`src/rtl/rbd_pkg.sv`:
```
// ----------------------------------------------------------------------------
// rbd_pkg: shared definitions of the run-length bitmap pixel decoder
// Field widths, register indexes, reset values and the types that pass
// between the front end, the block queue and the pixel back end.
// ----------------------------------------------------------------------------
`timescale 1ns / 1ps

package rbd_pkg;

   // Field and register widths.
   localparam int unsigned CODE_W     = 8;
   localparam int unsigned POS_W      = 11;
   localparam int unsigned COORD_W    = 16;
   localparam int unsigned COLOR_W    = 16;
   localparam int unsigned MODE_W     = 2;
   localparam int unsigned CSR_IDX_W  = 3;
   localparam int unsigned CSR_DATA_W = 16;

   // Code byte layout.
   localparam int unsigned RUN_BIT       = 7;
   localparam int unsigned VALUE_BIT     = 6;
   localparam int unsigned LEN_W         = 6;
   localparam int unsigned LITERAL_COUNT = 7;
   localparam int unsigned COUNT_W       = 7;

   // Largest image dimension and queue depth defaults.
   localparam int unsigned DEFAULT_MAX_DIM = 1024;
   localparam int unsigned QUEUE_DEPTH     = 2;

   // Flip and transparency bits.
   localparam int unsigned FLIP_H_BIT   = 0;
   localparam int unsigned FLIP_V_BIT   = 1;
   localparam int unsigned TRANS_BG_BIT = 0;
   localparam int unsigned TRANS_FG_BIT = 1;

   // Register indexes.
   typedef enum logic [CSR_IDX_W-1:0] {
      CSR_ORIGIN_X    = 3'd0,
      CSR_ORIGIN_Y    = 3'd1,
      CSR_WIDTH       = 3'd2,
      CSR_HEIGHT      = 3'd3,
      CSR_FG_COLOR    = 3'd4,
      CSR_BG_COLOR    = 3'd5,
      CSR_FLIP_MODE   = 3'd6,
      CSR_TRANS_MASK  = 3'd7
   } csr_index_type;

   // Register reset values.
   localparam logic [COORD_W-1:0] RST_ORIGIN = '0;
   localparam logic [POS_W-1:0]   RST_DIM    = 11'd1;
   localparam logic [COLOR_W-1:0] RST_FG     = 16'hFFFF;
   localparam logic [COLOR_W-1:0] RST_BG     = 16'h0000;
   localparam logic [MODE_W-1:0]  RST_MODE   = '0;

   // Configuration as seen by the decoder, with the sizes already limited.
   typedef struct packed {
      logic [COORD_W-1:0] origin_x;
      logic [COORD_W-1:0] origin_y;
      logic [POS_W-1:0]   width;
      logic [POS_W-1:0]   height;
      logic [COLOR_W-1:0] fg_color;
      logic [COLOR_W-1:0] bg_color;
      logic [MODE_W-1:0]  flip_mode;
      logic [MODE_W-1:0]  trans_mask;
   } cfg_type;

   // One classified code byte waiting for the pixel back end.
   typedef struct packed {
      logic                     is_run;
      logic                     run_value;
      logic [LITERAL_COUNT-1:0] lits;
      logic [LITERAL_COUNT-1:0] vis_mask;
      logic [COUNT_W-1:0]       draw_count;
      logic [POS_W-1:0]         column;
      logic [COORD_W-1:0]       pixel_y;
   } block_type;

endpackage

```
`src/rtl/rbd_if.sv`:
```
// ----------------------------------------------------------------------------
// rbd_if: channel interfaces of the run-length bitmap pixel decoder
// A request channel that carries code bytes and a response channel that
// carries drawn pixels, each with a valid/ready handshake.
// ----------------------------------------------------------------------------
`timescale 1ns / 1ps

interface rbd_req_if;
   logic                       valid;
   logic                       ready;
   logic [rbd_pkg::CODE_W-1:0] code_byte;
   logic                       start_image;

   modport source (output valid, output code_byte, output start_image, input ready);
   modport sink   (input valid, input code_byte, input start_image, output ready);
endinterface

interface rbd_rsp_if;
   logic                               valid;
   logic                               ready;
   logic signed [rbd_pkg::COORD_W-1:0] pixel_x;
   logic signed [rbd_pkg::COORD_W-1:0] pixel_y;
   logic        [rbd_pkg::COLOR_W-1:0] pixel_color;
   logic                               last_of_block;

   modport source (output valid, output pixel_x, output pixel_y, output pixel_color,
                   output last_of_block, input ready);
   modport sink   (input valid, input pixel_x, input pixel_y, input pixel_color,
                   input last_of_block, output ready);
endinterface

```
`src/rtl/rbd_front.sv`:
```
// ----------------------------------------------------------------------------
// rbd_front: code byte front end
// Accepts code bytes, keeps the column and row position, works out which
// pixels of the byte fall inside the row and are visible, and queues the
// block for the back end. Blocks with nothing to draw are dropped here.
// ----------------------------------------------------------------------------
`timescale 1ns / 1ps

module rbd_front (
   input  logic               clock,
   input  logic               reset,
   rbd_req_if.sink            req,
   input  rbd_pkg::cfg_type   cfg,
   input  logic               queue_full,
   output logic               push,
   output rbd_pkg::block_type push_data
);

   localparam int unsigned POS_W   = rbd_pkg::POS_W;
   localparam int unsigned COORD_W = rbd_pkg::COORD_W;
   localparam int unsigned COUNT_W = rbd_pkg::COUNT_W;
   localparam int unsigned LIT_N   = rbd_pkg::LITERAL_COUNT;

   logic [POS_W-1:0]   column_ff, column_in;
   logic [POS_W-1:0]   row_ff, row_in;
   logic               accept;
   logic [POS_W-1:0]   col_s;
   logic [POS_W-1:0]   row_s;
   logic               is_run;
   logic               run_value;
   logic [COUNT_W-1:0] count;
   logic [POS_W:0]     avail;
   logic [COUNT_W-1:0] draw_count;
   logic [COORD_W-1:0] row_off;
   logic [LIT_N-1:0]   lits;
   logic [LIT_N-1:0]   vis_mask;
   logic               run_trans;
   logic               drop;
   logic [POS_W:0]     col_sum;
   logic [POS_W-1:0]   row_inc;

   assign req.ready = !queue_full;
   assign accept    = req.valid && req.ready;

   // Start of image resets the position before the byte is decoded.
   assign col_s = req.start_image ? '0 : column_ff;
   assign row_s = req.start_image ? '0 : row_ff;

   // Classify the byte and count its pixels.
   assign is_run    = req.code_byte[rbd_pkg::RUN_BIT];
   assign run_value = req.code_byte[rbd_pkg::VALUE_BIT];
   assign count     = is_run
                      ? (COUNT_W'(req.code_byte[rbd_pkg::LEN_W-1:0]) + COUNT_W'(1))
                      : COUNT_W'(LIT_N);

   // Pixels left before the row end; the rest of the byte is padding.
   assign avail      = (col_s < cfg.width) ? ({1'b0, cfg.width} - {1'b0, col_s}) : '0;
   assign draw_count = ((POS_W+1)'(count) < avail) ? count : avail[COUNT_W-1:0];

   // Screen row, mirrored inside the image when vertical flip is on.
   assign row_off = cfg.flip_mode[rbd_pkg::FLIP_V_BIT]
                    ? (COORD_W'(cfg.height) - COORD_W'(1) - COORD_W'(row_s))
                    : COORD_W'(row_s);

   // Literal pixel order and visibility, first pixel in bit 0.
   always_comb begin
      for (int i = 0; i < LIT_N; i++) begin
         lits[i]     = req.code_byte[LIT_N-1-i];
         vis_mask[i] = (COUNT_W'(i) < draw_count) &&
                       !(lits[i] ? cfg.trans_mask[rbd_pkg::TRANS_FG_BIT]
                                 : cfg.trans_mask[rbd_pkg::TRANS_BG_BIT]);
      end
   end

   assign run_trans = run_value ? cfg.trans_mask[rbd_pkg::TRANS_FG_BIT]
                                : cfg.trans_mask[rbd_pkg::TRANS_BG_BIT];
   assign drop      = is_run ? ((draw_count == '0) || run_trans) : (vis_mask == '0);

   assign push                 = accept && !drop;
   assign push_data.is_run     = is_run;
   assign push_data.run_value  = run_value;
   assign push_data.lits       = lits;
   assign push_data.vis_mask   = vis_mask;
   assign push_data.draw_count = draw_count;
   assign push_data.column     = col_s;
   assign push_data.pixel_y    = cfg.origin_y + row_off;

   // Position advance: a full row wraps the column and moves to the next row.
   assign col_sum = {1'b0, col_s} + (POS_W+1)'(count);
   assign row_inc = row_s + POS_W'(1);

   always_comb begin
      column_in = column_ff;
      row_in    = row_ff;
      if (accept) begin
         if (col_sum >= {1'b0, cfg.width}) begin
            column_in = '0;
            row_in    = (row_inc >= cfg.height) ? '0 : row_inc;
         end else begin
            column_in = col_sum[POS_W-1:0];
            row_in    = row_s;
         end
      end
   end

   always_ff @(posedge clock) begin
      if (reset) begin
         column_ff <= '0;
         row_ff    <= '0;
      end else begin
         column_ff <= column_in;
         row_ff    <= row_in;
      end
   end

endmodule

```
`src/rtl/rbd_queue.sv`:
```
// ----------------------------------------------------------------------------
// rbd_queue: block queue between front end and back end
// A short first-in first-out buffer of classified blocks so that the front
// end keeps taking bytes while the back end draws.
// ----------------------------------------------------------------------------
`timescale 1ns / 1ps

module rbd_queue #(
   parameter int unsigned DEPTH = rbd_pkg::QUEUE_DEPTH
) (
   input  logic               clock,
   input  logic               reset,
   input  logic               push,
   input  rbd_pkg::block_type push_data,
   output logic               full,
   input  logic               pop,
   output logic               not_empty,
   output rbd_pkg::block_type pop_data
);

   localparam int unsigned PTR_W = (DEPTH > 1) ? $clog2(DEPTH) : 1;
   localparam int unsigned CNT_W = $clog2(DEPTH + 1);

   rbd_pkg::block_type slots_ff [DEPTH];
   logic [PTR_W-1:0]   wr_ptr_ff, wr_ptr_in;
   logic [PTR_W-1:0]   rd_ptr_ff, rd_ptr_in;
   logic [CNT_W-1:0]   fill_ff, fill_in;
   logic               do_push;
   logic               do_pop;

   assign full      = (fill_ff == CNT_W'(DEPTH));
   assign not_empty = (fill_ff != '0);
   assign pop_data  = slots_ff[rd_ptr_ff];
   assign do_push   = push && !full;
   assign do_pop    = pop && not_empty;

   // Pointer and fill count update.
   always_comb begin
      wr_ptr_in = wr_ptr_ff;
      rd_ptr_in = rd_ptr_ff;
      fill_in   = fill_ff;
      if (do_push) begin
         wr_ptr_in = (wr_ptr_ff == PTR_W'(DEPTH-1)) ? '0 : wr_ptr_ff + PTR_W'(1);
      end
      if (do_pop) begin
         rd_ptr_in = (rd_ptr_ff == PTR_W'(DEPTH-1)) ? '0 : rd_ptr_ff + PTR_W'(1);
      end
      if (do_push && !do_pop) begin
         fill_in = fill_ff + CNT_W'(1);
      end else if (do_pop && !do_push) begin
         fill_in = fill_ff - CNT_W'(1);
      end
   end

   always_ff @(posedge clock) begin
      if (reset) begin
         wr_ptr_ff <= '0;
         rd_ptr_ff <= '0;
         fill_ff   <= '0;
      end else begin
         wr_ptr_ff <= wr_ptr_in;
         rd_ptr_ff <= rd_ptr_in;
         fill_ff   <= fill_in;
      end
   end

   // Slot storage.
   always_ff @(posedge clock) begin
      if (do_push) begin
         slots_ff[wr_ptr_ff] <= push_data;
      end
   end

endmodule

```
`src/rtl/rbd_back.sv`:
```
// ----------------------------------------------------------------------------
// rbd_back: pixel back end
// Steps through one queued block a pixel slot per cycle unless a visible slot waits on
// the response, skips hidden literal pixels, and places each drawn pixel in the response register.
// ----------------------------------------------------------------------------
`timescale 1ns / 1ps

module rbd_back (
   input  logic               clock,
   input  logic               reset,
   input  rbd_pkg::cfg_type   cfg,
   input  logic               queue_valid,
   input  rbd_pkg::block_type queue_data,
   output logic               pop,
   rbd_rsp_if.source          rsp
);

   localparam int unsigned POS_W   = rbd_pkg::POS_W;
   localparam int unsigned COORD_W = rbd_pkg::COORD_W;
   localparam int unsigned COLOR_W = rbd_pkg::COLOR_W;
   localparam int unsigned COUNT_W = rbd_pkg::COUNT_W;
   localparam int unsigned LIT_N   = rbd_pkg::LITERAL_COUNT;

   logic               active_ff, active_in;
   logic               is_run_ff;
   logic               run_value_ff;
   logic [LIT_N-1:0]   lits_ff;
   logic [LIT_N-1:0]   mask_ff;
   logic [COUNT_W-1:0] remain_ff;
   logic [POS_W-1:0]   column_ff;
   logic [COORD_W-1:0] pixel_y_ff;

   logic               rsp_valid_ff, rsp_valid_in;
   logic [COORD_W-1:0] rsp_x_ff;
   logic [COORD_W-1:0] rsp_y_ff;
   logic [COLOR_W-1:0] rsp_color_ff;
   logic               rsp_last_ff;

   logic               cur_vis;
   logic               cur_set;
   logic               cur_last;
   logic               out_free;
   logic               step;
   logic               emit;
   logic               done;
   logic               load;
   logic [COORD_W-1:0] col_off;

   // Current pixel slot.
   assign cur_vis  = is_run_ff || mask_ff[0];
   assign cur_set  = is_run_ff ? run_value_ff : lits_ff[0];
   assign cur_last = is_run_ff ? (remain_ff == COUNT_W'(1)) : (mask_ff[LIT_N-1:1] == '0);

   // Hidden slots pass without waiting for the response side.
   assign out_free = !rsp_valid_ff || rsp.ready;
   assign step     = active_ff && (!cur_vis || out_free);
   assign emit     = step && cur_vis;
   assign done     = emit && cur_last;
   assign load     = !active_ff || done;
   assign pop      = load && queue_valid;

   // Screen column, mirrored inside the image when horizontal flip is on.
   assign col_off = cfg.flip_mode[rbd_pkg::FLIP_H_BIT]
                    ? (COORD_W'(cfg.width) - COORD_W'(1) - COORD_W'(column_ff))
                    : COORD_W'(column_ff);

   assign active_in = load ? queue_valid : active_ff;

   // Block walk: load a queued block or move to the next slot.
   always_ff @(posedge clock) begin
      if (reset) begin
         active_ff <= 1'b0;
      end else begin
         active_ff <= active_in;
      end
   end

   always_ff @(posedge clock) begin
      if (pop) begin
         is_run_ff    <= queue_data.is_run;
         run_value_ff <= queue_data.run_value;
         lits_ff      <= queue_data.lits;
         mask_ff      <= queue_data.vis_mask;
         remain_ff    <= queue_data.draw_count;
         column_ff    <= queue_data.column;
         pixel_y_ff   <= queue_data.pixel_y;
      end else if (step) begin
         lits_ff   <= lits_ff >> 1;
         mask_ff   <= mask_ff >> 1;
         remain_ff <= remain_ff - COUNT_W'(1);
         column_ff <= column_ff + POS_W'(1);
      end
   end

   // Response register.
   always_comb begin
      rsp_valid_in = rsp_valid_ff;
      if (emit) begin
         rsp_valid_in = 1'b1;
      end else if (rsp.ready) begin
         rsp_valid_in = 1'b0;
      end
   end

   always_ff @(posedge clock) begin
      if (reset) begin
         rsp_valid_ff <= 1'b0;
      end else begin
         rsp_valid_ff <= rsp_valid_in;
      end
   end

   always_ff @(posedge clock) begin
      if (emit) begin
         rsp_x_ff     <= cfg.origin_x + col_off;
         rsp_y_ff     <= pixel_y_ff;
         rsp_color_ff <= cur_set ? cfg.fg_color : cfg.bg_color;
         rsp_last_ff  <= cur_last;
      end
   end

   assign rsp.valid         = rsp_valid_ff;
   assign rsp.pixel_x       = rsp_x_ff;
   assign rsp.pixel_y       = rsp_y_ff;
   assign rsp.pixel_color   = rsp_color_ff;
   assign rsp.last_of_block = rsp_last_ff;

endmodule

```
`src/rtl/rle_bitmap_pixel_decoder_unit.sv`:
```
// With the back end idle, a byte's visible first pixel passes through the queue slot, the
// back end's block registers and the response register before it is on the response.
// The back end steps one pixel slot per cycle unless a visible slot waits on the response;
// a literal byte ends at its last visible pixel, a run at its last pixel inside the row.
// A two-entry block queue lets bytes be taken while the back end draws; hidden bytes are never queued.
// Synchronous reset clears the position, the queue and the response valid, and resets the configuration registers.
// ----------------------------------------------------------------------------
// rle_bitmap_pixel_decoder_unit: run-length monochrome bitmap decoder
// Holds the configuration registers and joins the front end, the block
// queue and the pixel back end.
// ----------------------------------------------------------------------------
`timescale 1ns / 1ps

module rle_bitmap_pixel_decoder_unit #(
   parameter int unsigned MAX_DIM = rbd_pkg::DEFAULT_MAX_DIM
) (
   input  logic                             clock,
   input  logic                             reset,
   rbd_req_if.sink                          req_ch,
   rbd_rsp_if.source                        rsp_ch,
   input  logic                             csr_we,
   input  logic [rbd_pkg::CSR_IDX_W-1:0]    csr_index,
   input  logic [rbd_pkg::CSR_DATA_W-1:0]   csr_wdata
);

   localparam int unsigned POS_W   = rbd_pkg::POS_W;
   localparam int unsigned COORD_W = rbd_pkg::COORD_W;
   localparam int unsigned COLOR_W = rbd_pkg::COLOR_W;
   localparam int unsigned MODE_W  = rbd_pkg::MODE_W;
   localparam int unsigned POS_MAX = (1 << POS_W) - 1;
   localparam int unsigned DIM_LIM = (MAX_DIM > POS_MAX) ? POS_MAX : MAX_DIM;

   logic [COORD_W-1:0] origin_x_ff;
   logic [COORD_W-1:0] origin_y_ff;
   logic [POS_W-1:0]   width_ff;
   logic [POS_W-1:0]   height_ff;
   logic [COLOR_W-1:0] fg_color_ff;
   logic [COLOR_W-1:0] bg_color_ff;
   logic [MODE_W-1:0]  flip_mode_ff;
   logic [MODE_W-1:0]  trans_mask_ff;

   rbd_pkg::cfg_type   cfg;
   rbd_pkg::block_type push_data;
   rbd_pkg::block_type pop_data;
   logic               push;
   logic               pop;
   logic               queue_full;
   logic               queue_valid;

   // Configuration registers.
   always_ff @(posedge clock) begin
      if (reset) begin
         origin_x_ff   <= rbd_pkg::RST_ORIGIN;
         origin_y_ff   <= rbd_pkg::RST_ORIGIN;
         width_ff      <= rbd_pkg::RST_DIM;
         height_ff     <= rbd_pkg::RST_DIM;
         fg_color_ff   <= rbd_pkg::RST_FG;
         bg_color_ff   <= rbd_pkg::RST_BG;
         flip_mode_ff  <= rbd_pkg::RST_MODE;
         trans_mask_ff <= rbd_pkg::RST_MODE;
      end else if (csr_we) begin
         unique case (rbd_pkg::csr_index_type'(csr_index))
            rbd_pkg::CSR_ORIGIN_X:   origin_x_ff   <= csr_wdata[COORD_W-1:0];
            rbd_pkg::CSR_ORIGIN_Y:   origin_y_ff   <= csr_wdata[COORD_W-1:0];
            rbd_pkg::CSR_WIDTH:      width_ff      <= csr_wdata[POS_W-1:0];
            rbd_pkg::CSR_HEIGHT:     height_ff     <= csr_wdata[POS_W-1:0];
            rbd_pkg::CSR_FG_COLOR:   fg_color_ff   <= csr_wdata[COLOR_W-1:0];
            rbd_pkg::CSR_BG_COLOR:   bg_color_ff   <= csr_wdata[COLOR_W-1:0];
            rbd_pkg::CSR_FLIP_MODE:  flip_mode_ff  <= csr_wdata[MODE_W-1:0];
            rbd_pkg::CSR_TRANS_MASK: trans_mask_ff <= csr_wdata[MODE_W-1:0];
            default: begin
            end
         endcase
      end
   end

   // Sizes limited to the largest supported dimension.
   assign cfg.origin_x   = origin_x_ff;
   assign cfg.origin_y   = origin_y_ff;
   assign cfg.width      = (width_ff > POS_W'(DIM_LIM)) ? POS_W'(DIM_LIM) : width_ff;
   assign cfg.height     = (height_ff > POS_W'(DIM_LIM)) ? POS_W'(DIM_LIM) : height_ff;
   assign cfg.fg_color   = fg_color_ff;
   assign cfg.bg_color   = bg_color_ff;
   assign cfg.flip_mode  = flip_mode_ff;
   assign cfg.trans_mask = trans_mask_ff;

   rbd_front u_front (
      .clock      (clock),
      .reset      (reset),
      .req        (req_ch),
      .cfg        (cfg),
      .queue_full (queue_full),
      .push       (push),
      .push_data  (push_data)
   );

   rbd_queue #(
      .DEPTH (rbd_pkg::QUEUE_DEPTH)
   ) u_queue (
      .clock     (clock),
      .reset     (reset),
      .push      (push),
      .push_data (push_data),
      .full      (queue_full),
      .pop       (pop),
      .not_empty (queue_valid),
      .pop_data  (pop_data)
   );

   rbd_back u_back (
      .clock       (clock),
      .reset       (reset),
      .cfg         (cfg),
      .queue_valid (queue_valid),
      .queue_data  (pop_data),
      .pop         (pop),
      .rsp         (rsp_ch)
   );

endmodule
```
`src/flat_wrapper.sv`:
```
// flat-port wrapper written by rule: the top's interface ports become plain ports
module rle_bitmap_pixel_decoder_unit_flat 
#(
   parameter int unsigned MAX_DIM = rbd_pkg::DEFAULT_MAX_DIM
)
  (clock, reset, csr_we, csr_index, csr_wdata, req_ch_valid, req_ch_code_byte, req_ch_start_image, req_ch_ready, rsp_ch_valid, rsp_ch_pixel_x, rsp_ch_pixel_y, rsp_ch_pixel_color, rsp_ch_last_of_block, rsp_ch_ready);
  rbd_req_if req_ch_i ();
  rbd_rsp_if rsp_ch_i ();
  input  logic clock;
  input  logic reset;
  input  logic csr_we;
  input  logic [rbd_pkg::CSR_IDX_W-1:0] csr_index;
  input  logic [rbd_pkg::CSR_DATA_W-1:0] csr_wdata;
  input wire logic [$bits(req_ch_i.valid)-1:0] req_ch_valid;
  input wire logic [$bits(req_ch_i.code_byte)-1:0] req_ch_code_byte;
  input wire logic [$bits(req_ch_i.start_image)-1:0] req_ch_start_image;
  output wire logic [$bits(req_ch_i.ready)-1:0] req_ch_ready;
  output wire logic [$bits(rsp_ch_i.valid)-1:0] rsp_ch_valid;
  output wire logic [$bits(rsp_ch_i.pixel_x)-1:0] rsp_ch_pixel_x;
  output wire logic [$bits(rsp_ch_i.pixel_y)-1:0] rsp_ch_pixel_y;
  output wire logic [$bits(rsp_ch_i.pixel_color)-1:0] rsp_ch_pixel_color;
  output wire logic [$bits(rsp_ch_i.last_of_block)-1:0] rsp_ch_last_of_block;
  input wire logic [$bits(rsp_ch_i.ready)-1:0] rsp_ch_ready;
  assign req_ch_i.valid = req_ch_valid;
  assign req_ch_i.code_byte = req_ch_code_byte;
  assign req_ch_i.start_image = req_ch_start_image;
  assign req_ch_ready = req_ch_i.ready;
  assign rsp_ch_valid = rsp_ch_i.valid;
  assign rsp_ch_pixel_x = rsp_ch_i.pixel_x;
  assign rsp_ch_pixel_y = rsp_ch_i.pixel_y;
  assign rsp_ch_pixel_color = rsp_ch_i.pixel_color;
  assign rsp_ch_last_of_block = rsp_ch_i.last_of_block;
  assign rsp_ch_i.ready = rsp_ch_ready;
  rle_bitmap_pixel_decoder_unit #(.MAX_DIM(MAX_DIM)) u_core (.clock(clock), .reset(reset), .req_ch(req_ch_i), .rsp_ch(rsp_ch_i), .csr_we(csr_we), .csr_index(csr_index), .csr_wdata(csr_wdata));
endmodule
```
`config.mk`:
```
export PLATFORM = sky130hd
export DESIGN_NAME = rle_bitmap_pixel_decoder_unit_flat
export DESIGN_NICKNAME = d
export VERILOG_FILES = /design/src/rtl/rbd_pkg.sv /design/src/rtl/rbd_if.sv /design/src/rtl/rbd_front.sv /design/src/rtl/rbd_queue.sv /design/src/rtl/rbd_back.sv /design/src/rtl/rle_bitmap_pixel_decoder_unit.sv /design/src/flat_wrapper.sv
export SDC_FILE = /design/constraint.sdc
export NUM_CORES = 1
export LEC_CHECK = 0
export BUFFER_PORTS_ARGS = -buffer_cell sky130_fd_sc_hd__buf_2
export CORE_ASPECT_RATIO = 1.4
export CORE_MARGIN = 4
export CORE_UTILIZATION = 35
export DETAILED_ROUTE_END_ITERATION = 12
export SYNTH_ARGS = -nofsm -noshare
export SYNTH_HDL_FRONTEND = slang
export SYNTH_HIERARCHICAL = 1
export SYNTH_SLANG_ARGS = --single-unit
export TNS_END_PERCENT = 30
```
`constraint.sdc`:
```
create_clock -name clock -period 7.15 [get_ports clock]
set_input_delay 1.43 -clock clock [delete_from_list [all_inputs] [get_ports clock]]
set_output_delay 1.43 -clock clock [all_outputs]
set_load 0.005 [all_outputs]
```
After elaboration in Yosys (flattened, before gate mapping)
Memory sizes are Yosys's and may differ from the RTL's. A register that Yosys moved wholly into a read port is not among the register bits.
Index checks and enable logic that the tools add are counted.
Storage, ports and cells
  memories kept: 1
  memory bits (read-only): 0
  flip-flop bits (word level): 217
  word-level logic and storage cells: 158
  input bits: 33
  RAM bits: 100
  output and inout bits: 51
  bits in latches: 0
Cells by class
  div/mod/pow operators: 0
  $mul: 0
  bitwise logic cells: 0
  reductions and logical operators: 52
  $lt $le $gt $ge: 13
  shift-type cells: 0
  mux-type cells: 41
  equality and inequality tests: 9
  $add $sub $neg: 16
Memories
  u_core.u_queue.slots_ff: words 2, width 50, read ports 1, clocked after memory_dff 1, write ports 1, RTL line rbd_queue.sv:24  | rbd_pkg::block_type slots_ff [DEPTH];
Operators with widths (number)
  two-way mux 11 bit: 9
  two-way mux 7 bit: 8
  two-way mux 16 bit: 3
  adder 16 bit: 2
  subtractor 12 x 12 -> 13 bit: 2
  subtractor 11 x 1 -> 12 bit (second input constant): 2
  adder 11 x 1 -> 11 bit (second input constant): 2
  > comparator 11 bit (second input constant): 2
  less-than comparator 3 x 7 -> 1 bit (first input constant): 3
  two-way mux 1 bit: 18
  logical AND 1 bit: 17
  AND reduction 2 bit: 8
  zero test 1 bit: 14
  zero test 7 bit: 2
  less-than comparator 1 x 7 -> 1 bit (first input constant): 2
  less-than comparator 2 x 7 -> 1 bit (first input constant): 2
  adder 11 x 7 -> 12 bit: 1
  equality test 3 bit (second input constant): 4
  greater-or-equal comparator 12 x 11 -> 1 bit: 1
  less-than comparator 7 x 12 -> 1 bit: 1
  two-way mux 12 bit: 1
  subtractor 11 x 11 -> 12 bit: 1
  greater-or-equal comparator 11 bit: 1
  less-than comparator 11 bit: 1
  14 further kinds: 24

Depth between registers and ports, before layout
  word-level depth: 17
  depth in mapped cells: 30
  mapped depth without buffers: 27

Modules after synthesis
Netlist, hierarchy kept.
By module, submodules not included
  rbd_back: sequential area each 3012.9 µm², area an instance 5470.2 µm², times used 1, cells each 446
  rbd_front: sequential area each 440.4 µm², area an instance 5078.6 µm², times used 1, cells each 699
  rbd_queue: sequential area each 3103.0 µm², area an instance 3814.9 µm², times used 1, cells each 181
  rle_bitmap_pixel_decoder_unit: sequential area each 1801.7 µm², area an instance 3787.4 µm², times used 1, cells each 363

Least setup slack after synthesis
Ideal clock, no wire load.
  path kind: input to register
  from: input req_ch_start_image
  to: memory u_core/u_queue/slots_ff[0][0] in the netlist's numbering, enable pin
  setup time: 404 ps
  stages on the path: 25
  path slack: -505 ps
  data required time: 6746 ps
  arrival time: 7251 ps
  path buffers: 3
  cells stage by stage: clkbuf_1 > clkbuf_1 > nand2b_1 > inv_1 > fa_1 > nand2b_1 > a21oi_2 > o21a_1 > o21ai_4 > or3_2 > ha_1 > a22oi_1 > nand2_1 > o31ai_1 > a211oi_2 > and3_2 > and2_1 > buf_4 > a2111oi_2 > a2111oi_2 > a31oi_1 > o21a_1 > inv_1 > or3_1 > inv_1
RTL lines
  start: declaration: RTL line flat_wrapper.sv:16  | input wire logic [$bits(req_ch_i.start_image)-1:0] req_ch_start_image;
  end: declaration: RTL line rbd_queue.sv:24

==> reports/qor.yml <==
worst_setup_path:
  r2r_start: "u_core/width_ff[10]"
  path_max_fanout: 6
  crit_type: "in -> reg"
  cpPeakStageDelay_ps: 500
  r2r.worst_path.cells: 26
  cpLargestDelayFamily: "compound AO/OA/AOI/OAI gates"
  critPathBufInv: 3
  required_ps: 7580
  arrival_ps: 7050
  critPathCaptureType: "register"
  worstReg2RegEnd: "u_core/u_queue/fill_ff[1]"
  cp_slowest_cell: "or3_2"
  crit_path_frequent_cell: "nand2b_1"
  r2r_setup_slack_ps: 730
  critPathLaunchType: "primary input"
cells_and_area:
  drive_gt1_share_pct: 14.6
  final_cell_mix: "199 x edfxtp_1, 132 x nor2_1, 121 x nand2b_1"
  layout.cells.non_filler: 2442
  regArea_um2: 8360
  diodes: 0
  nNetsFinal: 1911
  areaGrowthSynthToFinish_pct: 12.4
  multiInputGateArea_um2: 9090
  final_common_cell: "edfxtp_1"
  fillers: 4994
sta:
  fmax_mhz: 151
  slew_headroom_pct: 20.8
  rsz0062_at_grt: "no"
  worst_pin_slew_ps: 1180
  layout_setup_ws_ps: 539
  finClkSkew_ps: 27.4
  setup_tns_ps: 0
  hold_viol_final: 0
  setup_violations: 0
  period_needed_ps: 6610
  slew_violations: 0
  fin_crit_sh_pct: 92.5
synthesis:
  yosysWarnings: 6
  avgSynthCellArea_um2: 10.7
  yosys_register_bits: 318
  yosys.cell_types.count: 98
  ys.flop_type: "edfxtp_1"
  synth_area_um2: 18200
  synth_edf_count: 199
  synth.yosys.seq_area_share_pct: 46.0
  ys_async_sr_fraction_pct: 0
  syn-num-nets: 1833
  syn_inst: 1689
routing:
  drc: 0
  ant_nets: 0
  via_count: 12603
  via_per_inst: 5.16
  firstDrtPassIters: 5
  drt_iter0_markers: 693
  wl_per_cell_um: 18.3
  finalWirelength_mm: 44.8
power_and_ir_drop:
  power_density_nw_per_um2: 319
  p_leak_uw: 0.00830
  irDropWorstVdd_uv: 231
  total_power_uw: 6510
floorplanning:
  rows: 98
  die_h_um: 277
  dieArea_um2: 55600
  start_util_pct: 35.4
  die_x_um: 200
  core_area_um2: 51300
  pin_count: 84
clock_network:
  cts_buffers: 36
  h-tree-depth: 2
  cts_root_buf: "clkbuf_16"
  clockBufferDepth: 3
  cts.clk_slew.worst_paths_ps: 60
  cts_tree: "built"
  post_cts_buffers: 0
  clock-sinks: 318
  cts_resized: 0
  hold_buffers: 0
  clk_latency_ps: 530
placed_design:
  port_buffers: 83
  gp_congestion: 0.876
  dp_hpwl_mm: 33.4
  place_ws_ps: 85.7
  dp.cells: 2379
hold_path:
  min_from: "u_core/u_back/pixel_y_ff[2]"
  min_path_cells: 0
  hold_end: "u_core/u_back/rsp.pixel_y[2]"
  min_path_type: "reg -> reg"
global_route:
  antenna_found_initial: 0
  grt_overflow: 0
  grt_pass1_vias: 12855
  grt_max_degree: 69
  grt_pass1_wl_mm: 70.9
  grt_usage_pct: 15.6
job:
  max_cap_violations: 0
status:
  status: "complete, no violations"
[area by class of cell]
cell class	instances	share of cell area (%)
well taps	650	3.98
clock inverters	14	0.717
repair buffers	114	3.37
clock buffers	49	4.80
multi-input cells	1208	44.5
inverters	89	1.66
flip-flops and latches	318	41.0
[cells by family after synthesis]
group	synth area share, %
and+or+nand+nor	15.5
DFF	46.0
AOI/OAI and AO/OA	10.8
muxes	11.2
buffers and inverters	4.09
adders and majority gates	7.90
xor gates and xnor gates	4.48
[flip-flops by register name, summed over array words and instances (netlist names), 16 cells and up, named ones only]
register / cells
u_core/u_back/rsp.pixel_y: 16
u_core/u_queue/slots_ff: 100
u_core/fg_color_ff: 16
u_core/u_back/pixel_y_ff: 16
u_core/origin_x_ff: 16
u_core/u_back/rsp.pixel_color: 16
u_core/u_back/rsp.pixel_x: 16
u_core/bg_color_ff: 16
u_core/origin_y_ff: 16
[stage by stage]
step | hold WS, ps | util [%] | area, µm²
after global routing | 428 | 39.8 | 20400
after detailed placement | 406 | 37.6 | 19300
after global placement | 407 | 37.6 | 19300
final | 412 | 39.8 | 20400
after CTS | 406 | 39.8 | 20400
after floorplan | 400 | - | 18200
[cells in the mapped netlist (10+ instances only)]
master    number  area (µm²)
xor2_1        36         315
nor3_1        34         170
inv_1         88         330
mux2_2        51         574
o21a_1        16         120
mux2i_1      110        1100
a211oi_1      12        90.1
and3_1        12        75.1
nor2_1       132         495
buf_4         17         128
buf_2         18        90.1
o31ai_1       10        75.1
nand3_1       34         170
nor2b_1       38         238
dfxtp_1      119        2380
edfxtp_1     199        5980
o21ai_1       14        70.1
ha_1         105        1310
clkbuf_1      32         120
nand2_1       78         293
a21oi_1       80         400
mux2_1        31         349
nand2b_1     121         757
xnor2_1       55         482
o21ai_0       40         200
a21o_1        28         210
[report_power, final]
part / internal (µW) / switching, µW
clock network: 1040 / 742
logic: 820 / 1180
registers: 2560 / 170
[worst max-delay path by stage]
stage | start | to | slack [ps] | depth (start not counted)
2_1_floorplan | req_ch_start_image | u_core/u_queue/slots_ff[0][0] | 5 | 26
3_3_place_gp | req_ch_start_image | u_core/u_queue/slots_ff[0][11] | 240 | 24
3_5_place_dp | req_ch_start_image | u_core/u_queue/slots_ff[0][13] | 90 | 24
4_1_cts | req_ch_start_image | u_core/u_queue/fill_ff[1] | 610 | 25
5_1_grt | req_ch_start_image | u_core/u_queue/slots_ff[0][13] | 250 | 24
6_report | req_ch_start_image | u_core/u_queue/fill_ff[1] | 540 | 25
[routing by layer]
layer  up-vias  wire, µm  track usage (%)
met2       230     23400             29.0
met4         0      1160             4.41
met5         -         0                0
li1       6222         -                -
met1      6084     18900             19.0
met3        67      1290             1.89
No activity file was read; power rests on OpenSTA's default activity.
